### config.mk
export PLATFORM = sky130hd
export DESIGN_NAME = sbus_frame_decoder_core_flat
export DESIGN_NICKNAME = d
export VERILOG_FILES = /design/src/design/sbfd_pkg.sv /design/src/design/sbfd_if.sv /design/src/design/sbfd_frame_decoder_core.sv /design/src/design/sbfd_cell.sv /design/src/flat_wrapper.sv
export SDC_FILE = /design/constraint.sdc
export NUM_CORES = 1
export LEC_CHECK = 0
export ABC_AREA = 1
export CAP_MARGIN = 10
export CORE_ASPECT_RATIO = 1.75
export CORE_MARGIN = 8
export CORE_UTILIZATION = 57
export CTS_CLUSTER_SIZE = 24
export DETAILED_ROUTE_END_ITERATION = 10
export DONT_BUFFER_PORTS = 1
export PLACE_DENSITY_LB_ADDON = 0.1
export SLEW_MARGIN = 20
export SYNTH_ARGS = -nofsm -noshare
export SYNTH_HDL_FRONTEND = slang
export SYNTH_HIERARCHICAL = 1
export SYNTH_SLANG_ARGS = --single-unit
### constraint.sdc
create_clock -name clk -period 8.8 [get_ports clk]
set_clock_uncertainty 0.1 [all_clocks]
set_input_delay 1.76 -clock clk [delete_from_list [all_inputs] [get_ports clk]]
set_output_delay 1.76 -clock clk [all_outputs]
set_load 0.01 [all_outputs]
### src/design/sbfd_pkg.sv
// Shared types and constants of the SBUS frame decoder.
package sbfd_pkg;

	localparam int NumCh  = 16;
	localparam int ChW    = 11;
	localparam int AccW   = 18;
	localparam int PosW   = 5;
	localparam int BitsW  = 5;
	localparam int IdxW   = 4;

	localparam logic [7:0]      SyncByte      = 8'h0F;
	localparam logic [7:0]      ErrLimitReset = 8'd10;
	localparam logic [7:0]      CntMax        = 8'hFF;
	localparam logic [PosW-1:0] FirstDataPos  = 5'd1;
	localparam logic [PosW-1:0] LastDataPos   = 5'd22;
	localparam logic [PosW-1:0] FlagPos       = 5'd23;
	localparam logic [PosW-1:0] EmitPos       = 5'd24;
	localparam logic [PosW-1:0] FrameLen      = 5'd25;
	localparam logic [BitsW-1:0] ByteBits     = 5'd8;
	localparam logic [BitsW-1:0] ChBits       = 5'd11;
	localparam int LostBit     = 2;
	localparam int FailsafeBit = 3;

	typedef logic [ChW-1:0] sbfd_chan_t;

	// Control shared by every cell of the channel row.
	typedef struct packed {
		logic       load_good;
		logic       load_bad;
		logic       shift;
		sbfd_chan_t wr_data;
	} sbfd_cell_ctrl_t;

endpackage

### src/design/sbfd_if.sv
// Valid/ready channel interfaces of the SBUS frame decoder.
interface sbfd_in_if;
	logic       valid;
	logic       ready;
	logic [7:0] rx_byte;
	logic       frame_start;

	modport source (output valid, rx_byte, frame_start, input ready);
	modport sink (input valid, rx_byte, frame_start, output ready);
endinterface

interface sbfd_out_if;
	logic        valid;
	logic        ready;
	logic [3:0]  channel_index;
	logic [10:0] channel_value;
	logic        frame_ok;
	logic        signal_lost;
	logic        failsafe;
	logic        link_error;
	logic        last;

	modport source (output valid, channel_index, channel_value, frame_ok, signal_lost,
		failsafe, link_error, last, input ready);
	modport sink (input valid, channel_index, channel_value, frame_ok, signal_lost,
		failsafe, link_error, last, output ready);
endinterface

### src/design/sbfd_frame_decoder_core.sv
// Top level of the SBUS frame decoder: byte unpacker and a row of channel cells.
// The input channel takes one received byte per transfer together with a frame start
// mark; the output channel gives the per-channel results of each completed frame.
// A good frame gives sixteen results, channels 0 to 15, with last on channel 15; a frame
// with a bad header gives one status result with last set. The error limit register is
// written through cfg_we and cfg_wdata; the user must write it only while no byte or
// result is in flight, which the block does not enforce. Bytes are accepted back to
// back, one per cycle while ready. The frame end byte loads the whole row of cells in
// the cycle it is accepted, so the first result is offered in the next cycle and the
// results leave at one per cycle while the receiver is ready. A frame is 25 bytes and
// yields at most 16 results, so an always ready receiver never holds up the input. When
// the receiver stalls, bytes are still taken until the next frame end byte, which waits
// until the row is empty, even while the previous frame's last result is transferred.
// Reset sets the byte position to 0, the error limit to 10, clears the counters and
// flags and empties the row; the first byte after reset is taken as a header even
// without the start mark.
module sbus_frame_decoder_core (
	input  logic        clk,
	input  logic        arst_n,
	input  logic        cfg_we,
	input  logic [7:0]  cfg_wdata,
	sbfd_in_if.sink     in_ch,
	sbfd_out_if.source  out_ch
);
	import sbfd_pkg::*;

	logic [7:0]       error_limit_q;
	logic [PosW-1:0]  pos_q;
	logic             header_good_q;
	logic [AccW-1:0]  acc_q;
	logic [BitsW-1:0] bits_q;
	logic [IdxW-1:0]  ch_cnt_q;
	logic [7:0]       bad_cnt_q;
	logic             link_q;
	logic             lost_q;
	logic             fs_q;
	logic             snap_ok_q;
	logic             snap_lost_q;
	logic             snap_fs_q;
	logic             snap_link_q;
	logic [IdxW-1:0]  out_idx_q;

	logic             in_xfer;
	logic             out_xfer;
	logic [PosW-1:0]  eff_pos;
	logic             active;
	logic             is_header;
	logic             is_data;
	logic             is_flag;
	logic             emit;
	logic [AccW-1:0]  acc_sum;
	logic [BitsW-1:0] bits_sum;
	logic             ch_done;
	logic [7:0]       cnt_inc;
	sbfd_cell_ctrl_t  ctrl;
	logic [NumCh:0]   chain_valid;
	sbfd_chan_t       chain_value [NumCh+1];

	assign in_xfer  = in_ch.valid && in_ch.ready;
	assign out_xfer = out_ch.valid && out_ch.ready;

	// The row holds one frame of results; a new frame end waits until it has drained.
	assign in_ch.ready = !((pos_q == EmitPos) && chain_valid[0]);

	assign eff_pos   = in_ch.frame_start ? '0 : pos_q;
	assign active    = eff_pos < FrameLen;
	assign is_header = eff_pos == '0;
	assign is_data   = (eff_pos >= FirstDataPos) && (eff_pos <= LastDataPos);
	assign is_flag   = eff_pos == FlagPos;
	assign emit      = in_xfer && (eff_pos == EmitPos);

	// At most one channel completes per byte, since fewer than 11 bits are left over.
	assign acc_sum  = acc_q | ({{(AccW-8){1'b0}}, in_ch.rx_byte} << bits_q);
	assign bits_sum = bits_q + ByteBits;
	assign ch_done  = bits_sum >= ChBits;
	assign cnt_inc  = (bad_cnt_q == CntMax) ? bad_cnt_q : bad_cnt_q + 8'd1;

	always_ff @(posedge clk or negedge arst_n) begin
		if (!arst_n) begin
			error_limit_q <= ErrLimitReset;
		end else if (cfg_we) begin
			error_limit_q <= cfg_wdata;
		end
	end

	always_ff @(posedge clk or negedge arst_n) begin
		if (!arst_n) begin
			pos_q         <= '0;
			header_good_q <= 1'b0;
			acc_q         <= '0;
			bits_q        <= '0;
			ch_cnt_q      <= '0;
			bad_cnt_q     <= '0;
			link_q        <= 1'b0;
			lost_q        <= 1'b0;
			fs_q          <= 1'b0;
		end else if (in_xfer && active) begin
			pos_q <= eff_pos + 5'd1;
			if (is_header) begin
				acc_q    <= '0;
				bits_q   <= '0;
				ch_cnt_q <= '0;
				if (in_ch.rx_byte == SyncByte) begin
					header_good_q <= 1'b1;
					bad_cnt_q     <= '0;
					link_q        <= 1'b0;
				end else begin
					header_good_q <= 1'b0;
					bad_cnt_q     <= cnt_inc;
					if (cnt_inc > error_limit_q) begin
						link_q <= 1'b1;
					end
				end
			end else if (is_data) begin
				if (ch_done) begin
					acc_q    <= acc_sum >> ChW;
					bits_q   <= bits_sum - ChBits;
					ch_cnt_q <= ch_cnt_q + 4'd1;
				end else begin
					acc_q  <= acc_sum;
					bits_q <= bits_sum;
				end
			end else if (is_flag) begin
				if (header_good_q) begin
					lost_q <= in_ch.rx_byte[LostBit];
					fs_q   <= in_ch.rx_byte[FailsafeBit];
				end
			end
		end
	end

	// Status is captured at the frame end so the next frame cannot disturb the drain.
	always_ff @(posedge clk) begin
		if (emit) begin
			snap_ok_q   <= header_good_q;
			snap_lost_q <= lost_q;
			snap_fs_q   <= fs_q;
			snap_link_q <= link_q;
		end
	end

	always_ff @(posedge clk or negedge arst_n) begin
		if (!arst_n) begin
			out_idx_q <= '0;
		end else if (emit) begin
			out_idx_q <= '0;
		end else if (out_xfer) begin
			out_idx_q <= out_idx_q + 4'd1;
		end
	end

	assign ctrl.load_good = emit && header_good_q;
	assign ctrl.load_bad  = emit && !header_good_q;
	assign ctrl.shift     = out_xfer;
	assign ctrl.wr_data   = acc_sum[ChW-1:0];

	assign chain_valid[NumCh] = 1'b0;
	assign chain_value[NumCh] = '0;

	for (genvar i = 0; i < NumCh; i++) begin : g_cell
		logic store_we;

		assign store_we = in_xfer && is_data && header_good_q && ch_done
			&& (ch_cnt_q == IdxW'(i));

		sbfd_cell u_cell (
			.clk        (clk),
			.arst_n     (arst_n),
			.ctrl       (ctrl),
			.store_we   (store_we),
			.is_head    (1'(i == 0)),
			.nb_valid   (chain_valid[i+1]),
			.nb_value   (chain_value[i+1]),
			.slot_valid (chain_valid[i]),
			.slot_value (chain_value[i])
		);
	end

	assign out_ch.valid         = chain_valid[0];
	assign out_ch.channel_index = out_idx_q;
	assign out_ch.channel_value = chain_value[0];
	assign out_ch.frame_ok      = snap_ok_q;
	assign out_ch.signal_lost   = snap_lost_q;
	assign out_ch.failsafe      = snap_fs_q;
	assign out_ch.link_error    = snap_link_q;
	assign out_ch.last          = !chain_valid[1];

`ifndef ASSERT_OFF
	a_no_load_while_busy: assert property (@(posedge clk) disable iff (!arst_n)
		emit |-> !chain_valid[0])
		else $error("frame end accepted while results still pending");

	a_frame_continues: assert property (@(posedge clk) disable iff (!arst_n)
		(out_ch.valid && !out_ch.last) |=> out_ch.valid)
		else $error("result row emptied before its last result");

	a_bad_frame_single: assert property (@(posedge clk) disable iff (!arst_n)
		(out_ch.valid && !out_ch.frame_ok) |-> (out_ch.last && out_ch.channel_index == '0))
		else $error("bad frame status result is not a single last result");

	a_pos_range: assert property (@(posedge clk) disable iff (!arst_n)
		pos_q <= FrameLen)
		else $error("byte position beyond idle value");
`endif

endmodule

### src/design/sbfd_cell.sv
// One channel cell: stored channel value plus one slot of the result shift row.
module sbfd_cell (
	input  logic                      clk,
	input  logic                      arst_n,
	input  sbfd_pkg::sbfd_cell_ctrl_t ctrl,
	input  logic                      store_we,
	input  logic                      is_head,
	input  logic                      nb_valid,
	input  sbfd_pkg::sbfd_chan_t      nb_value,
	output logic                      slot_valid,
	output sbfd_pkg::sbfd_chan_t      slot_value
);
	import sbfd_pkg::*;

	sbfd_chan_t store_q;
	logic       slot_valid_q;
	sbfd_chan_t slot_value_q;

	always_ff @(posedge clk) begin
		if (store_we) begin
			store_q <= ctrl.wr_data;
		end
	end

	// A bad frame leaves a single zero result in the head cell.
	always_ff @(posedge clk or negedge arst_n) begin
		if (!arst_n) begin
			slot_valid_q <= 1'b0;
		end else if (ctrl.load_good) begin
			slot_valid_q <= 1'b1;
		end else if (ctrl.load_bad) begin
			slot_valid_q <= is_head;
		end else if (ctrl.shift) begin
			slot_valid_q <= nb_valid;
		end
	end

	always_ff @(posedge clk) begin
		if (ctrl.load_good) begin
			slot_value_q <= store_q;
		end else if (ctrl.load_bad) begin
			slot_value_q <= '0;
		end else if (ctrl.shift) begin
			slot_value_q <= nb_value;
		end
	end

	assign slot_valid = slot_valid_q;
	assign slot_value = slot_value_q;

endmodule
### src/flat_wrapper.sv
// flat-port wrapper written by rule: the top's interface ports become plain ports
module sbus_frame_decoder_core_flat import sbfd_pkg::*;
  (clk, arst_n, cfg_we, cfg_wdata, in_ch_valid, in_ch_rx_byte, in_ch_frame_start, in_ch_ready, out_ch_valid, out_ch_channel_index, out_ch_channel_value, out_ch_frame_ok, out_ch_signal_lost, out_ch_failsafe, out_ch_link_error, out_ch_last, out_ch_ready);
  sbfd_in_if in_ch_i ();
  sbfd_out_if out_ch_i ();
  input  logic clk;
  input  logic arst_n;
  input  logic cfg_we;
  input  logic [7:0] cfg_wdata;
  input wire logic [$bits(in_ch_i.valid)-1:0] in_ch_valid;
  input wire logic [$bits(in_ch_i.rx_byte)-1:0] in_ch_rx_byte;
  input wire logic [$bits(in_ch_i.frame_start)-1:0] in_ch_frame_start;
  output wire logic [$bits(in_ch_i.ready)-1:0] in_ch_ready;
  output wire logic [$bits(out_ch_i.valid)-1:0] out_ch_valid;
  output wire logic [$bits(out_ch_i.channel_index)-1:0] out_ch_channel_index;
  output wire logic [$bits(out_ch_i.channel_value)-1:0] out_ch_channel_value;
  output wire logic [$bits(out_ch_i.frame_ok)-1:0] out_ch_frame_ok;
  output wire logic [$bits(out_ch_i.signal_lost)-1:0] out_ch_signal_lost;
  output wire logic [$bits(out_ch_i.failsafe)-1:0] out_ch_failsafe;
  output wire logic [$bits(out_ch_i.link_error)-1:0] out_ch_link_error;
  output wire logic [$bits(out_ch_i.last)-1:0] out_ch_last;
  input wire logic [$bits(out_ch_i.ready)-1:0] out_ch_ready;
  assign in_ch_i.valid = in_ch_valid;
  assign in_ch_i.rx_byte = in_ch_rx_byte;
  assign in_ch_i.frame_start = in_ch_frame_start;
  assign in_ch_ready = in_ch_i.ready;
  assign out_ch_valid = out_ch_i.valid;
  assign out_ch_channel_index = out_ch_i.channel_index;
  assign out_ch_channel_value = out_ch_i.channel_value;
  assign out_ch_frame_ok = out_ch_i.frame_ok;
  assign out_ch_signal_lost = out_ch_i.signal_lost;
  assign out_ch_failsafe = out_ch_i.failsafe;
  assign out_ch_link_error = out_ch_i.link_error;
  assign out_ch_last = out_ch_i.last;
  assign out_ch_i.ready = out_ch_ready;
  sbus_frame_decoder_core u_core (.clk(clk), .arst_n(arst_n), .cfg_we(cfg_we), .cfg_wdata(cfg_wdata), .in_ch(in_ch_i), .out_ch(out_ch_i));
endmodule
Yosys cells after proc, flatten, opt, wreduce, memory -nomap -nowiden
Cells that the tools add are included.

Add/subtract/negate cells: 6. Magnitude comparators: 5. Equal/unequal tests: 20. Shifts and indexed selects: 1. Multiplexer cells: 113. Bitwise gates (word level): 3. Reduce and logical (&&, ||, !) cells: 42.

Operator list (count): $mux W11 (48); $mux W18 (3); $mux W1 (51); $eq A4 B4 Y1 const B (8); $logic_and A1 B1 Y1 (27); $mux W4 (5); $mux W5 (4); $or A18 B18 Y18 (1); $shl A8 B5 Y18 (1); $eq A4 B3 Y1 const B (4); $mux W8 (2); $eq A5 B5 Y1 const B (3); $add A4 B1 Y4 const B (2); $add A8 B1 Y8 const B (1); $eq A4 B2 Y1 const B (2); $eq A8 B4 Y1 const B (1); $eq A8 B8 Y1 const B (1); $gt A8 B8 Y1 (1); $reduce_bool A2 Y1 (4); $reduce_and A3 Y1 (2); $add A5 B1 Y5 const B (1); $add A5 B4 Y5 const B (1); $ge A5 B1 Y1 const B (1); $ge A5 B4 Y1 const B (1); 11 further kinds (15).

Flip-flop bits (word level): 428. Logic and storage cells: 253.

Logic depth before layout (Yosys ltp)
Gate-level depths: netlist of run 1.

Depth after elaboration: 8. Depth in mapped cells: 14. Gate-level depth less buffers: 14.

By module
The synthesis of run 1 kept the hierarchy.

By module, submodules not included: sbfd_cell (times used 16, cells an instance 69, area each 885.8 um^2, seq. area each 685.7 um^2); sbus_frame_decoder_core (times used 1, cells an instance 558, area each 4028.9 um^2, seq. area each 1524.0 um^2).

Least setup slack after synthesis of run 1
Ideal clock, no wire load.

Kind: input to register. Start: in in_ch_frame_start. End: reg u_core.g_cell[0].u_cell.slot_value_q[0], enable pin. Library setup time: 0.355 ns. Arrival time: 6.573 ns. Required time: 8.345 ns. Path slack: 1.772 ns. Cell stages on the path: 9. Buffers on the path: 0. Path through: inv_2 > nand2_1 > ha_1 > inv_1 > nor2_1 > nand3_1 > nor2_1 > nor2_4 > nand2_1.

RTL lines: start: declaration (line flat_wrapper.sv:12) `input wire logic [$bits(in_ch_i.frame_start)-1:0] in_ch_frame_start;`; end signal: assignment (line sbfd_cell.sv:40) `slot_value_q <= store_q;`; end signal: assignment (line sbfd_cell.sv:44) `slot_value_q <= nb_value;`; end: declaration (line sbfd_cell.sv:17) `sbfd_chan_t slot_value_q;`.

==> flow_summary.html, run 1 <==
<table>
<tr><th>Metric</th><th>Value</th></tr>
<tr><th colspan="2">Place</th></tr>
<tr><td>Placement-stage worst setup slack</td><td>slightly above 4 ns</td></tr>
<tr><td>Port Buf Inserts</td><td>0</td></tr>
<tr><td>RePlAce Congestion</td><td>around 0.91</td></tr>
<tr><td>HPWL after detailed placement</td><td>roughly 27000 µm</td></tr>
<tr><th colspan="2">Logic synthesis</th></tr>
<tr><td>Average size of a mapped cell</td><td>between 10 and 15 µm²</td></tr>
<tr><td>EDFF count, synth</td><td>356</td></tr>
<tr><td>Synthesized netlist cell count</td><td>1662</td></tr>
<tr><td>Dominant cell by count in the synthesized netlist</td><td>sky130_fd_sc_hd__nand2_1</td></tr>
<tr><td>Synth top area share</td><td>~59%</td></tr>
<tr><td>Top cell types by occurrence after synthesis</td><td>764 x sky130_fd_sc_hd__nand2_1, 356 x sky130_fd_sc_hd__edfxtp_1, 109 x sky130_fd_sc_hd__inv_1, 104 x sky130_fd_sc_hd__nand3_1, 70 x sky130_fd_sc_hd__dfrtp_1</td></tr>
<tr><td>Synth warn</td><td>6</td></tr>
<tr><td>Synth Flop Type</td><td>sky130_fd_sc_hd__edfxtp_1</td></tr>
<tr><td>Yosys top cell by area</td><td>sky130_fd_sc_hd__edfxtp_1</td></tr>
<tr><td>Cell area after synthesis</td><td>around 18000 µm²</td></tr>
<tr><td>Count of distinct cell types in the synthesized netlist</td><td>41</td></tr>
<tr><td>Cell types with the largest area share after synthesis</td><td>sky130_fd_sc_hd__edfxtp_1 59%, sky130_fd_sc_hd__nand2_1 16%, sky130_fd_sc_hd__dfrtp_1 9.6%</td></tr>
<tr><td>Ys async rst share</td><td>between 10% and 20%</td></tr>
<tr><td>Synth Register Bits</td><td>~430</td></tr>
<tr><td>Post-synthesis sequential area ratio</td><td>just under 70%</td></tr>
<tr><th colspan="2">Cells and area</th></tr>
<tr><td>Footprint of the multi-input gates</td><td>just under 5000 µm²</td></tr>
<tr><td>Post-layout utilization of the core</td><td>a little over three fifths</td></tr>
<tr><td>Filler cells</td><td>2489</td></tr>
<tr><td># nets final</td><td>roughly 1700</td></tr>
<tr><td>Number of antenna diodes</td><td>0</td></tr>
<tr><td>Area occupied by registers</td><td>12500 µm²</td></tr>
<tr><td>Area growth from synthesis to layout</td><td>8.68%</td></tr>
<tr><td>Share of layout cells above drive strength 1</td><td>under 10%</td></tr>
<tr><th colspan="2">STA</th></tr>
<tr><td>Worst slew pin tran</td><td>1.12 ns</td></tr>
<tr><td>Minimum setup slack in the final design</td><td>around 4.7 ns</td></tr>
<tr><td>RSZ-0062 raised after global routing</td><td>false</td></tr>
<tr><td>Final critical delay including setup and external delays</td><td>~4.1 ns</td></tr>
<tr><td>Final setup vio count</td><td>0</td></tr>
<tr><td>Maximum clock frequency</td><td>around 240 MHz</td></tr>
<tr><td>Worst rel slew slack</td><td>25.4%</td></tr>
<tr><td>Number of failing hold endpoints at the final stage</td><td>0</td></tr>
<tr><td>Final count of pins violating max slew</td><td>0</td></tr>
<tr><td>Final cycle utilization of the critical path</td><td>between 40 and 50%</td></tr>
<tr><td>Sum Neg Setup Slack</td><td>0 ns</td></tr>
<tr><th colspan="2">Job</th></tr>
<tr><td># Max-Cap Violations</td><td>0</td></tr>
<tr><th colspan="2">Critical path</th></tr>
<tr><td>Startpoint of the most critical register-to-register path</td><td>u_core/pos_q[0]</td></tr>
<tr><td>Category of the worst setup path launch point</td><td>primary input</td></tr>
<tr><td>Critical path type</td><td>primary input to register</td></tr>
<tr><td>Capture point of the worst reg-to-reg path</td><td>u_core/g_cell[0].u_cell/slot_value[6]</td></tr>
<tr><td>Data required time at the worst endpoint</td><td>about 8.9 ns</td></tr>
<tr><td>Worst setup slack for register-to-register paths</td><td>5.38 ns</td></tr>
<tr><td>Maximum fanout encountered on the critical timing path</td><td>between 80 and 90</td></tr>
<tr><td>Endpoint arrival time on the critical path</td><td>approximately 4.2 ns</td></tr>
<tr><td>Setup crit end kind</td><td>register</td></tr>
<tr><td>Worst R2R Path Depth</td><td>11</td></tr>
<tr><th colspan="2">GRT</th></tr>
<tr><td>Pin count of the biggest net entering global routing</td><td>between 100 and 150</td></tr>
<tr><td>Antenna violations before repair</td><td>0</td></tr>
<tr><td>GRT Resource Usage Total</td><td>between 20 and 25%</td></tr>
<tr><td>Number of global-route vias before repair</td><td>11100</td></tr>
<tr><td>Global-route congestion overflow total</td><td>0</td></tr>
<tr><td>Global-route wire length before repair</td><td>slightly above 60000 µm</td></tr>
<tr><th colspan="2">Die</th></tr>
<tr><td>Die span in x</td><td>roughly 150 µm</td></tr>
<tr><td>Die Y-Extent</td><td>approximately 250 µm</td></tr>
<tr><td>Overall die area</td><td>roughly 38000 µm²</td></tr>
<tr><td>Boundary Pins</td><td>between 40 and 50</td></tr>
<tr><td>Number of rows created at floorplan</td><td>between 80 and 90</td></tr>
<tr><td>Area inside the core boundary</td><td>approximately 32000 µm²</td></tr>
<tr><td>Initial Utilization</td><td>57.7%</td></tr>
<tr><th colspan="2">Clock network</th></tr>
<tr><td>Number of resized instances in the post-cts repair step</td><td>0</td></tr>
<tr><td>Number of buffers added by the clock tree synthesis step</td><td>38</td></tr>
<tr><td>Clock network latency to the later pin of the worst-skew pair</td><td>about 0.53 ns</td></tr>
<tr><td>Number of hold buffers added after CTS</td><td>0</td></tr>
<tr><td>Total number of H-tree levels</td><td>2</td></tr>
<tr><td>TritonCTS clock tree</td><td>done</td></tr>
<tr><td>Number of clock sinks seen by CTS</td><td>approximately 430</td></tr>
<tr><td>Setup bufs post-CTS</td><td>0</td></tr>
<tr><td>Clock transition at path regs</td><td>around 0.06 ns</td></tr>
<tr><td>CTS Root Buffer Type</td><td>sky130_fd_sc_hd__clkbuf_16</td></tr>
<tr><td>Maximum clock path buffer count</td><td>3</td></tr>
<tr><th colspan="2">Pwr</th></tr>
<tr><td>Power per Cell Area</td><td>around 250 nW/µm²</td></tr>
<tr><td>Internal power</td><td>~3600 µW</td></tr>
<tr><td>Sw Share</td><td>between 20% and 30%</td></tr>
<tr><td>Clock group share of total power</td><td>between 30% and 40%</td></tr>
<tr><td>Combinational power share</td><td>roughly 17%</td></tr>
<tr><td>Leakage Power</td><td>between 0.008 and 0.009 µW</td></tr>
<tr><td>Peak supply drop</td><td>about 0.20 mV</td></tr>
<tr><td>Relative contribution of sequential cells to total power</td><td>around half</td></tr>
<tr><td>Switching power total</td><td>1450 µW</td></tr>
<tr><th colspan="2">Worst hold path</th></tr>
<tr><td>Hold/Removal Path Class</td><td>register to register</td></tr>
<tr><td>Hold Path Sink</td><td>u_core/out_ch.failsafe</td></tr>
<tr><td>Worst hold path cell count</td><td>0</td></tr>
<tr><td>Hold path startpoint</td><td>u_core/fs_q</td></tr>
<tr><th colspan="2">Detailed routing</th></tr>
<tr><td>Total iterations of the first detailed-routing run</td><td>7</td></tr>
<tr><td>Vias per Instance</td><td>~5.3</td></tr>
<tr><td>Drt drc</td><td>0</td></tr>
<tr><td>Drt total wl</td><td>~40000 µm</td></tr>
<tr><td>Avg WL per Cell</td><td>around 19 µm</td></tr>
<tr><td>Routed Antenna Nets</td><td>0</td></tr>
<tr><td>Routed via count</td><td>~11000</td></tr>
<tr><td>Initial DRC count</td><td>a little under 700</td></tr>
<tr><th colspan="2">Outcome</th></tr>
<tr><td>Status</td><td>finished clean</td></tr>
</table>
==> critical path: stages <==
cell and delay [ns]:
sky130_fd_sc_hd__inv_2 0.04, sky130_fd_sc_hd__nand2_1 0.10, sky130_fd_sc_hd__ha_1 0.16, sky130_fd_sc_hd__inv_1 0.04
sky130_fd_sc_hd__nor2_1 0.22, sky130_fd_sc_hd__nand3_1 0.30, sky130_fd_sc_hd__nor2_4 0.21, sky130_fd_sc_hd__buf_4 0.69
sky130_fd_sc_hd__nor2_4 0.17, sky130_fd_sc_hd__nand2_1 0.41
==> power groups by stage <==
stage	Clock, µW	Sequential [µW]	Combinational [µW]
finish	1630	2530	850
floorplan	0	2530	489
CTS	1660	2530	866
global route	1740	2530	925
detailed placement	0	2570	865
global placement	0	2570	854
==> state kept, by name, indices dropped and copies added, names as in the netlist <==
name,count
u_core/header_good_q,1
u_core/ch_cnt_q,4
u_core/lost_q,1
u_core/error_limit_q,8
u_core/bad_cnt_q,8
u_core/out_ch.channel_index,4
u_core/g_cell.u_cell/slot_value,176
u_core/out_ch.failsafe,1
u_core/pos_q,5
u_core/acc_q,18
u_core/g_cell.u_cell/store_q,176
u_core/out_ch.frame_ok,1
u_core/bits_q,5
u_core/g_cell.u_cell/slot_valid,16
u_core/fs_q,1
u_core/link_q,1
u_core/out_ch.signal_lost,1
u_core/out_ch.link_error,1
==> stage by stage <==
stage | cells | hold WS (ns) | instance area [µm²] | power (µW)
2_1_floorplan | 1688 | 0.325 | 18300 | 3020
3_3_place_gp | 2062 | 0.333 | 18600 | 3420
3_5_place_dp | 2062 | 0.342 | 18600 | 3430
4_1_cts | 2132 | 0.360 | 19800 | 5060
5_1_grt | 2132 | 0.371 | 19800 | 5200
6_report | 2132 | 0.358 | 19800 | 5010
==> logic make-up after synthesis <==
kind of cell,share of synthesized area [%]
other,0.0413
buffers and inverters,4.74
AOI/OAI and AO/OA,1.41
muxes,0.0619
adders and majority gates,1.37
and+or+nand+nor,23.1
DFF,68.6
xor gates and xnor gates,0.674
==> per-layer routing <==
layer	vias up	wire length, µm	GRT usage (%)
li1	5517	-	-
met2	329	22200	40.8
met4	0	2050	10.9
met3	122	1720	3.24
met1	5261	14100	22.2
met5	-	0	0
==> final cells by class <==
cell class	count	share of cell area, %
Inverter	116	2.20
Timing Repair Buffer	21	0.860
Tap cell	396	2.50
Clock buffer	56	5.57
Multi-Input combinational cell	1101	25.1
Sequential cell	428	63.2
Clock inverter	14	0.645
==> cells in the final DEF, fill, tap and decap left out, types with 2 or more instances in the layout <==
master	instances
sky130_fd_sc_hd__nand2_4	2
sky130_fd_sc_hd__dfstp_2	2
sky130_fd_sc_hd__nor2_2	5
sky130_fd_sc_hd__xnor2_1	3
sky130_fd_sc_hd__bufinv_16	2
sky130_fd_sc_hd__edfxtp_1	356
sky130_fd_sc_hd__clkinv_2	4
sky130_fd_sc_hd__xor2_1	11
sky130_fd_sc_hd__clkbuf_8	2
sky130_fd_sc_hd__nand2_1	764
sky130_fd_sc_hd__clkbuf_16	41
sky130_fd_sc_hd__nand3_1	104
sky130_fd_sc_hd__nor2_1	38
sky130_fd_sc_hd__buf_4	20
sky130_fd_sc_hd__clkinvlp_4	2
sky130_fd_sc_hd__nand4_1	7
sky130_fd_sc_hd__inv_1	109
sky130_fd_sc_hd__nor3_1	21
sky130_fd_sc_hd__nor2_4	20
sky130_fd_sc_hd__a21o_1	2
sky130_fd_sc_hd__a21oi_1	8
sky130_fd_sc_hd__ha_1	20
sky130_fd_sc_hd__o21ai_0	31
sky130_fd_sc_hd__or2_2	2
sky130_fd_sc_hd__clkinv_1	6
sky130_fd_sc_hd__inv_2	5
sky130_fd_sc_hd__nand3_2	4
sky130_fd_sc_hd__clkbuf_1	13
sky130_fd_sc_hd__nand2_2	17
sky130_fd_sc_hd__o21ai_1	2
sky130_fd_sc_hd__conb_1	28
sky130_fd_sc_hd__dfrtp_1	70
==> worst max path at each step <==
stage	slack [ns]	endpoint	from
2_1_floorplan	1.77	u_core/g_cell[0].u_cell/slot_value[0]	in_ch_frame_start
3_3_place_gp	4.26	u_core/g_cell[11].u_cell/slot_value[4]	in_ch_frame_start
3_5_place_dp	4.14	u_core/g_cell[0].u_cell/slot_value[8]	in_ch_frame_start
4_1_cts	4.70	u_core/g_cell[0].u_cell/slot_value[8]	in_ch_frame_start
5_1_grt	4.49	u_core/g_cell[0].u_cell/slot_value[1]	in_ch_frame_start
6_report	4.67	u_core/g_cell[0].u_cell/slot_value[6]	in_ch_frame_start
No activity file was read; power rests on OpenSTA's default activity.
==> run 2, diff against run 1 <==
- clock period: 8.8 -> 4.03 ns (I/O delays scaled with it)
==> run 2 against run 1 <==
Global-route usage decreased by 0.11 points. Design area increased by 0.85%. Count of clock-buffer cells in the layout decreased by 9. Routed wire length decreased by 0.82%. Largest power group unchanged. Highest routed layer unchanged.
==> flow_summary.html, run 2 (synthesis gave the netlist of run 1 again) <==
<table>
<tr><th>Metric</th><th>Value</th></tr>
<tr><th colspan="2">Cells and area</th></tr>
<tr><td># nets final</td><td>1756 (+0.46%)</td></tr>
<tr><td>Filler cells</td><td>2500 (+0.44%)</td></tr>
<tr><td>Share of layout cells above drive strength 1</td><td>8.60% (+0.65 points)</td></tr>
<tr><td>Area growth from synthesis to layout</td><td>9.61%</td></tr>
<tr><td>Most frequent cells in the layout</td><td>764 x sky130_fd_sc_hd__nand2_1, 356 x sky130_fd_sc_hd__edfxtp_1, 109 x sky130_fd_sc_hd__inv_1</td></tr>
<tr><td>Number of antenna diodes</td><td>0 (unchanged)</td></tr>
<tr><td>Most common library cell in the layout ignoring fill and taps</td><td>sky130_fd_sc_hd__nand2_1</td></tr>
<tr><th colspan="2">Clock network</th></tr>
<tr><td>Clock transition at path regs</td><td>0.06 ns (about the same)</td></tr>
<tr><td>Number of resized instances in the post-cts repair step</td><td>0 (unchanged)</td></tr>
<tr><td>Maximum clock path buffer count</td><td>3 (unchanged)</td></tr>
<tr><td>Clock network latency to the later pin of the worst-skew pair</td><td>0.53 ns (about the same)</td></tr>
<tr><td>TritonCTS clock tree</td><td>done</td></tr>
<tr><td>CTS Root Buffer Type</td><td>sky130_fd_sc_hd__clkbuf_16</td></tr>
<tr><td>Setup bufs post-CTS</td><td>0 (unchanged)</td></tr>
<tr><td>Number of buffers added by the clock tree synthesis step</td><td>39 (+2.6%)</td></tr>
<tr><td>Total number of H-tree levels</td><td>2 (unchanged)</td></tr>
<tr><td>Number of clock sinks seen by CTS</td><td>428 (unchanged)</td></tr>
<tr><th colspan="2">GRT</th></tr>
<tr><td>GRT Resource Usage Total</td><td>21.4% (-0.11 points)</td></tr>
<tr><td>Number of global-route vias before repair</td><td>11300 (+2.2%)</td></tr>
<tr><td>Global-route congestion overflow total</td><td>0 (unchanged)</td></tr>
<tr><td>Pin count of the biggest net entering global routing</td><td>81 (-36%)</td></tr>
<tr><td>Antenna violations before repair</td><td>0 (unchanged)</td></tr>
<tr><td>Global-route wire length before repair</td><td>61400 µm (+0.37%)</td></tr>
<tr><th colspan="2">Die</th></tr>
<tr><td>Boundary Pins</td><td>44 (unchanged)</td></tr>
<tr><td>Overall die area</td><td>38100 µm² (unchanged)</td></tr>
<tr><td>Number of rows created at floorplan</td><td>86 (unchanged)</td></tr>
<tr><td>Die span in x</td><td>151 µm (unchanged)</td></tr>
<tr><td>Die Y-Extent</td><td>252 µm (unchanged)</td></tr>
<tr><td>Initial Utilization</td><td>57.7% (unchanged)</td></tr>
<tr><td>Area inside the core boundary</td><td>31500 µm² (unchanged)</td></tr>
<tr><th colspan="2">Detailed routing</th></tr>
<tr><td>Drt drc</td><td>0 (unchanged)</td></tr>
<tr><td>Total iterations of the first detailed-routing run</td><td>6 (-1)</td></tr>
<tr><td>Routed via count</td><td>11200 (+0.098%)</td></tr>
<tr><td>Routed Antenna Nets</td><td>0 (unchanged)</td></tr>
<tr><td>Initial DRC count</td><td>790 (+14%)</td></tr>
<tr><td>Avg WL per Cell</td><td>18.6 µm (-1.2%)</td></tr>
<tr><td>Vias per Instance</td><td>5.25 (-0.28%)</td></tr>
<tr><td>Drt total wl</td><td>39700 µm (-0.82%)</td></tr>
<tr><th colspan="2">Pwr</th></tr>
<tr><td>Peak supply drop</td><td>0.477 mV (+140%)</td></tr>
<tr><td>Design Power</td><td>11100 µW (+120%)</td></tr>
<tr><td>Power per Cell Area</td><td>556 nW/µm² (+120%)</td></tr>
<tr><td>Leakage Power</td><td>0.00834 µW (+0.97%)</td></tr>
<tr><th colspan="2">Critical path</th></tr>
<tr><td>Data required time at the worst endpoint</td><td>4.10 ns (-4.77 ns)</td></tr>
<tr><td>Capture point of the worst reg-to-reg path</td><td>u_core/g_cell[2].u_cell/slot_value[1]</td></tr>
<tr><td>Startpoint of the most critical register-to-register path</td><td>u_core/pos_q[0]</td></tr>
<tr><td>Setup crit end kind</td><td>register</td></tr>
<tr><td>Category of the worst setup path launch point</td><td>register</td></tr>
<tr><td>Endpoint arrival time on the critical path</td><td>3.06 ns (-1.14 ns)</td></tr>
<tr><td>Worst path cell trace</td><td>inv_1, nor2_1, inv_1, ha_1, inv_1, nor2_1, nand3_1, nor2_4, buf_12, nor2_4, nand2_1</td></tr>
<tr><td>Worst R2R Path Depth</td><td>11 (unchanged)</td></tr>
<tr><td>Critical path's most frequent cell</td><td>sky130_fd_sc_hd__inv_1</td></tr>
<tr><td>Max stage delay on crit path</td><td>0.42 ns (-0.27 ns)</td></tr>
<tr><td>Worst setup slack for register-to-register paths</td><td>1.04 ns (-4.34 ns)</td></tr>
<tr><td>Maximum fanout encountered on the critical timing path</td><td>80 (-2.4%)</td></tr>
<tr><td>Critical path type</td><td>register to register</td></tr>
<tr><td>Critical-path top delay cell</td><td>sky130_fd_sc_hd__nand2_1</td></tr>
<tr><th colspan="2">STA</th></tr>
<tr><td>Number of failing hold endpoints at the final stage</td><td>0 (unchanged)</td></tr>
<tr><td>RSZ-0062 raised after global routing</td><td>false</td></tr>
<tr><td>Worst slew pin tran</td><td>1.11 ns (-0.00184 ns)</td></tr>
<tr><td>Sum Neg Setup Slack</td><td>0 ns (unchanged)</td></tr>
<tr><td>Final cycle utilization of the critical path</td><td>74.3%</td></tr>
<tr><td>Final critical delay including setup and external delays</td><td>approximately 3 ns</td></tr>
<tr><td>Final setup vio count</td><td>0 (unchanged)</td></tr>
<tr><td>Maximum clock frequency</td><td>around 330 MHz</td></tr>
<tr><td>Final count of pins violating max slew</td><td>0 (unchanged)</td></tr>
<tr><td>Worst rel slew slack</td><td>25.6% (+0.12 points)</td></tr>
<tr><th colspan="2">Outcome</th></tr>
<tr><td>Status</td><td>finished clean</td></tr>
<tr><th colspan="2">Place</th></tr>
<tr><td>Port Buf Inserts</td><td>0 (unchanged)</td></tr>
<tr><td>RePlAce Congestion</td><td>0.894 (-1.9%)</td></tr>
<tr><td>HPWL after detailed placement</td><td>26900 µm (+0.18%)</td></tr>
<tr><th colspan="2">Job</th></tr>
<tr><td># Max-Cap Violations</td><td>0 (unchanged)</td></tr>
<tr><th colspan="2">Worst hold path</th></tr>
<tr><td>Hold/Removal Path Class</td><td>primary input to async pin</td></tr>
</table>
==> run 2: changes by cell type in the layout (fill, tap and decap cells not counted), moves of 2 or more <==
cell and delta:
sky130_fd_sc_hd__buf_12 +2, sky130_fd_sc_hd__clkinv_2 +2, sky130_fd_sc_hd__clkinv_1 +3, sky130_fd_sc_hd__clkbuf_1 -8, sky130_fd_sc_hd__buf_4 +3, sky130_fd_sc_hd__bufinv_16 +2, sky130_fd_sc_hd__clkinvlp_4 +2
==> run 2: area by class of cell <==
| type | instances | area (µm²) | share of cell area [%] |
|---|---|---|---|
| flip-flops and latches | 428 | 12500 | 62.6 |
| multi-input cells | 1101 | 4960 | 24.8 |
| clock buffers | 47 | 1060 | 5.31 |
| well taps | 396 | 495 | 2.48 |
| inverters | 116 | 435 | 2.18 |
| repair buffers | 28 | 270 | 1.35 |
| clock inverters | 24 | 240 | 1.20 |
==> run 2: repair_timing <==
| item | CTS | global route |
|---|---|---|
| endpoints found under the setup margin | 0 | 0 |
| hold buffers | 2 | 0 |
| hold endpoints to repair | 70 | 0 |
==> run 2: critical path, delay by kind of cell (launching register included) <==
kind,cells,cell delay (ns)
adders and majority gates,1,0.14
DFF,1,0.41
and+or+nand+nor,6,1.38
buffers and inverters,4,0.55
==> run 2: worst max path at each step <==
stage	startpoint	end
6_report	u_core/pos_q[0]	u_core/g_cell[2].u_cell/slot_value[1]
4_1_cts	u_core/pos_q[0]	u_core/g_cell[9].u_cell/slot_value[6]
2_1_floorplan	in_ch_frame_start	u_core/g_cell[0].u_cell/slot_value[0]
3_3_place_gp	in_ch_frame_start	u_core/g_cell[12].u_cell/slot_value[0]
3_5_place_dp	in_ch_frame_start	u_core/g_cell[2].u_cell/slot_value[1]
5_1_grt	u_core/pos_q[0]	u_core/g_cell[8].u_cell/slot_value[3]
==> run 2: stage by stage <==
stage                     util (%)  cells  area, µm²  hold WS, ns  setup slack (ns)
after global routing          63.3   2140      20000       0.0718             0.796
after floorplan                  -   1688      18300        0.325             0.255
after CTS                     63.3   2140      20000       0.0646              1.05
final                         63.3   2140      20000       0.0597              1.04
after global placement        59.0   2067      18600        0.337             0.811
after detailed placement      59.0   2067      18600        0.341             0.740
==> run 2: per-layer routing <==
| layer | vias up | routed length, µm | global-route usage, % |
|---|---|---|---|
| met5 | - | 0 | 0 |
| met2 | 331 | 21800 | 39.9 |
| met3 | 109 | 1850 | 3.03 |
| li1 | 5530 | - | - |
| met4 | 0 | 2000 | 11.0 |
| met1 | 5270 | 14100 | 22.7 |
==> run 2: power breakdown <==
part / internal, µW / leakage, µW / switching (µW)
combinational: 370 / 0.00354 / 1490
clock: 2150 / 0.000625 / 1570
sequential: 5380 / 0.00417 / 135
==> run 3, diff against run 2 <==
- clock period: 4.03 -> 2.6 ns (I/O delays scaled with it)
==> run 3 against run 2 <==
Global-route usage is 0.71 points higher. First-iteration DRC count decreased by 9.1%. Setup slack worse by 0.85 ns. Flip-flop and latch count unchanged. Clock power is 54% higher. Power rose by 58%. Highest routed layer unchanged.
==> flow_summary.html, run 3 (synthesis gave the netlist of run 1 again) <==
<table>
<tr><th>Metric</th><th>Value</th></tr>
<tr><th colspan="2">GRT</th></tr>
<tr><td>Pin count of the biggest net entering global routing</td><td>73 (-9.9%)</td></tr>
<tr><td>Antenna violations before repair</td><td>0 (unchanged)</td></tr>
<tr><td>Global-route congestion overflow total</td><td>0 (unchanged)</td></tr>
<tr><td>GRT Resource Usage Total</td><td>22.1% (+0.71 points)</td></tr>
<tr><td>Global-route wire length before repair</td><td>63300 µm (+3.2%)</td></tr>
<tr><td>Number of global-route vias before repair</td><td>11700 (+4.0%)</td></tr>
<tr><th colspan="2">Pwr</th></tr>
<tr><td>Peak supply drop</td><td>0.911 mV (+91%)</td></tr>
<tr><td>Leakage Power</td><td>0.00857 µW (+2.8%)</td></tr>
<tr><td>Power per Cell Area</td><td>853 nW/µm² (+54%)</td></tr>
<tr><th colspan="2">Critical path</th></tr>
<tr><td>Data required time at the worst endpoint</td><td>2.93 ns (-1.17 ns)</td></tr>
<tr><td>Critical path type</td><td>register to register</td></tr>
<tr><td>Worst setup slack for register-to-register paths</td><td>0.18 ns (-0.85 ns)</td></tr>
<tr><td>Setup crit end kind</td><td>register</td></tr>
<tr><td>Critical-path top delay cell</td><td>sky130_fd_sc_hd__dfrtp_1</td></tr>
<tr><td>Worst R2R Path Depth</td><td>14 (+3)</td></tr>
<tr><td>Worst path cell trace</td><td>inv_1, nor2_4, inv_2, ha_4, inv_2, nor2_4, nand3_4, nor2_4, buf_12, buf_4, inv_1, nand3_1, nand2_1, nand2_1</td></tr>
<tr><td>Category of the worst setup path launch point</td><td>register</td></tr>
<tr><td>Startpoint of the most critical register-to-register path</td><td>u_core/pos_q[0]</td></tr>
<tr><td>Endpoint arrival time on the critical path</td><td>2.74 ns (-0.32 ns)</td></tr>
<tr><td>Maximum fanout encountered on the critical timing path</td><td>40 (-50%)</td></tr>
<tr><td>CP Buf/Inv Count</td><td>6 (+2)</td></tr>
<tr><td>Critical Path End</td><td>u_core/g_cell[0].u_cell/slot_valid</td></tr>
<tr><td>Max stage delay on crit path</td><td>0.40 ns (-0.02 ns)</td></tr>
<tr><td>CP startpoint</td><td>u_core/pos_q[0]</td></tr>
<tr><td>Capture point of the worst reg-to-reg path</td><td>u_core/g_cell[0].u_cell/slot_valid</td></tr>
<tr><td>CP Depth</td><td>14 (+3)</td></tr>
<tr><td>Critical path's most frequent cell</td><td>sky130_fd_sc_hd__nor2_4</td></tr>
<tr><td>Crit-path leading delay family</td><td>simple AND/OR/NAND/NOR gates</td></tr>
<tr><th colspan="2">Die</th></tr>
<tr><td>Die Y-Extent</td><td>252 µm (unchanged)</td></tr>
<tr><td>Initial Utilization</td><td>57.7% (unchanged)</td></tr>
<tr><td>Boundary Pins</td><td>44 (unchanged)</td></tr>
<tr><td>Die span in x</td><td>151 µm (unchanged)</td></tr>
<tr><td>Overall die area</td><td>38100 µm² (unchanged)</td></tr>
<tr><td>Area inside the core boundary</td><td>31500 µm² (unchanged)</td></tr>
<tr><td>Number of rows created at floorplan</td><td>86 (unchanged)</td></tr>
<tr><th colspan="2">Cells and area</th></tr>
<tr><td>Most frequent cells in the layout</td><td>747 x sky130_fd_sc_hd__nand2_1, 356 x sky130_fd_sc_hd__edfxtp_1, 107 x sky130_fd_sc_hd__inv_1</td></tr>
<tr><td># nets final</td><td>1795 (+2.2%)</td></tr>
<tr><td>Area of all placed cells without fillers</td><td>20600 µm² (+3.0%)</td></tr>
<tr><td>Share of layout cells above drive strength 1</td><td>12.6% (+4.0 points)</td></tr>
<tr><td>Area growth from synthesis to layout</td><td>12.9%</td></tr>
<tr><td>Area occupied by registers</td><td>12500 µm² (unchanged)</td></tr>
<tr><td>Most common library cell in the layout ignoring fill and taps</td><td>sky130_fd_sc_hd__nand2_1</td></tr>
<tr><td>Footprint of the multi-input gates</td><td>5220 µm² (+5.4%)</td></tr>
<tr><td>Number of antenna diodes</td><td>0 (unchanged)</td></tr>
<tr><td>Filler cells</td><td>2396 (-4.2%)</td></tr>
<tr><th colspan="2">Detailed routing</th></tr>
<tr><td>Routed Antenna Nets</td><td>0 (unchanged)</td></tr>
<tr><td>Routed via count</td><td>11500 (+2.6%)</td></tr>
<tr><td>Drt total wl</td><td>40800 µm (+2.8%)</td></tr>
<tr><td>Avg WL per Cell</td><td>18.7 µm (+0.89%)</td></tr>
<tr><td>Drt drc</td><td>0 (unchanged)</td></tr>
<tr><td>Initial DRC count</td><td>718 (-9.1%)</td></tr>
<tr><td>Total iterations of the first detailed-routing run</td><td>7 (+1)</td></tr>
<tr><td>Vias per Instance</td><td>5.29 (+0.75%)</td></tr>
<tr><th colspan="2">Worst hold path</th></tr>
<tr><td>Hold/Removal Path Class</td><td>primary input to register</td></tr>
<tr><th colspan="2">Clock network</th></tr>
<tr><td>Number of clock sinks seen by CTS</td><td>428 (unchanged)</td></tr>
<tr><td>Maximum clock path buffer count</td><td>3 (unchanged)</td></tr>
<tr><td>Total number of H-tree levels</td><td>2 (unchanged)</td></tr>
<tr><td>Clock transition at path regs</td><td>0.07 ns (about the same)</td></tr>
<tr><td>Number of buffers added by the clock tree synthesis step</td><td>39 (unchanged)</td></tr>
<tr><td>TritonCTS clock tree</td><td>done</td></tr>
<tr><td>Clock network latency to the later pin of the worst-skew pair</td><td>0.55 ns (+0.02 ns)</td></tr>
<tr><td>CTS Root Buffer Type</td><td>sky130_fd_sc_hd__clkbuf_16</td></tr>
<tr><th colspan="2">STA</th></tr>
<tr><td>Final count of pins violating max slew</td><td>0 (unchanged)</td></tr>
<tr><td>Worst rel slew slack</td><td>60.5% (+35 points)</td></tr>
<tr><td>Minimum hold slack</td><td>0.0118 ns (-0.0478 ns)</td></tr>
<tr><td>Worst slew pin tran</td><td>0.590 ns (-0.523 ns)</td></tr>
<tr><td>Final cycle utilization of the critical path</td><td>92.9% (+19 points)</td></tr>
<tr><td>Number of failing hold endpoints at the final stage</td><td>0 (unchanged)</td></tr>
<tr><td>Final critical delay including setup and external delays</td><td>2.42 ns (-0.578 ns)</td></tr>
<tr><td>Minimum setup slack in the final design</td><td>0.185 ns (-0.852 ns)</td></tr>
<tr><td>Final setup vio count</td><td>0 (unchanged)</td></tr>
<tr><td>Maximum clock frequency</td><td>414 MHz (+24%)</td></tr>
<tr><th colspan="2">Job</th></tr>
<tr><td># Max-Cap Violations</td><td>0 (unchanged)</td></tr>
<tr><th colspan="2">Place</th></tr>
<tr><td>Placement-stage worst setup slack</td><td>0.113 ns (-0.627 ns)</td></tr>
<tr><td>HPWL after detailed placement</td><td>28500 µm (+5.8%)</td></tr>
<tr><td>RePlAce Congestion</td><td>0.883 (-1.1%)</td></tr>
<tr><td>Placement Cell Area</td><td>19100 µm² (+2.8%)</td></tr>
<tr><td>Port Buf Inserts</td><td>0 (unchanged)</td></tr>
<tr><th colspan="2">Outcome</th></tr>
<tr><td>Status</td><td>finished clean</td></tr>
</table>
run 3: cell count changes in the layout (fill, tap and decap cells not counted), sizes merged:
cell         previous run  this run
buf                    27        59
dlygate4sd3             1         8
clkbuf                 47        49
clkinvlp                4         2
bufinv                  4         3
clkinv                 17        18
inv                   115       116
run 3: how the worst min path moves through the flow:
stage            startpoint                 endpoint  slack (ns)  depth (start not counted)
6_report       cfg_wdata[4]  u_core/error_limit_q[4]        0.01                          2
4_1_cts        cfg_wdata[0]  u_core/error_limit_q[0]       0.002                          1
3_3_place_gp         arst_n  u_core/error_limit_q[5]        0.13                          0
2_1_floorplan        arst_n          u_core/acc_q[0]        0.12                          0
3_5_place_dp         arst_n  u_core/error_limit_q[7]        0.13                          0
5_1_grt        cfg_wdata[4]  u_core/error_limit_q[4]       0.007                          2
run 3: stage by stage:
step           std cells  utilization [%]  power, µW  TNS (ns)
6_report            2180             65.2      17500         0
4_1_cts             2177             65.1      17600         0
3_5_place_dp        2096             60.7      11900         0
5_1_grt             2180             65.2      18200  -0.00705
2_1_floorplan       1688                -      10300   -180.80
3_3_place_gp        2096             60.7      11900         0
run 3: cell type report:
| cell class | count | area share [%] |
|---|---|---|
| clock buffer | 49 | 5.13 |
| clock inverter | 23 | 1.07 |
| inverter | 116 | 2.13 |
| multi-input combinational | 1101 | 25.4 |
| sequential | 428 | 60.8 |
| tap | 396 | 2.41 |
| timing repair buffer | 67 | 3.07 |
run 3: metal layers:
layer / share of wire [%] / track usage, %
met5: 0 / 0
met4: 4.5 / 10.3
met1: 36 / 23.6
met3: 4.6 / 3.19
met2: 55 / 41.6
run 3: worst reg2reg max path, cell delays in order, from the launching register on:
cell                      delay [ns]
sky130_fd_sc_hd__dfrtp_1        0.40
sky130_fd_sc_hd__inv_1          0.12
sky130_fd_sc_hd__nor2_4         0.06
sky130_fd_sc_hd__inv_2          0.08
sky130_fd_sc_hd__ha_4           0.13
sky130_fd_sc_hd__inv_2          0.03
sky130_fd_sc_hd__nor2_4         0.13
sky130_fd_sc_hd__nand3_4        0.13
sky130_fd_sc_hd__nor2_4         0.19
sky130_fd_sc_hd__buf_12         0.28
sky130_fd_sc_hd__buf_4          0.28
sky130_fd_sc_hd__inv_1          0.05
sky130_fd_sc_hd__nand3_1        0.07
sky130_fd_sc_hd__nand2_1        0.05
sky130_fd_sc_hd__nand2_1        0.21
run 3: what timing repair did:
action,CTS,global route
hold buffers,9,0
endpoints found under the hold margin,79,0
resized for setup,0,4
endpoints found under the setup margin,0,2
setup buffers,0,3
run 3: power breakdown:
part	internal (µW)	leakage (µW)	switching [µW]	total, µW
Clock	3210	0.000626	2490	5700
Combinational	855	0.00377	2520	3370
Sequential	8300	0.00417	171	8470
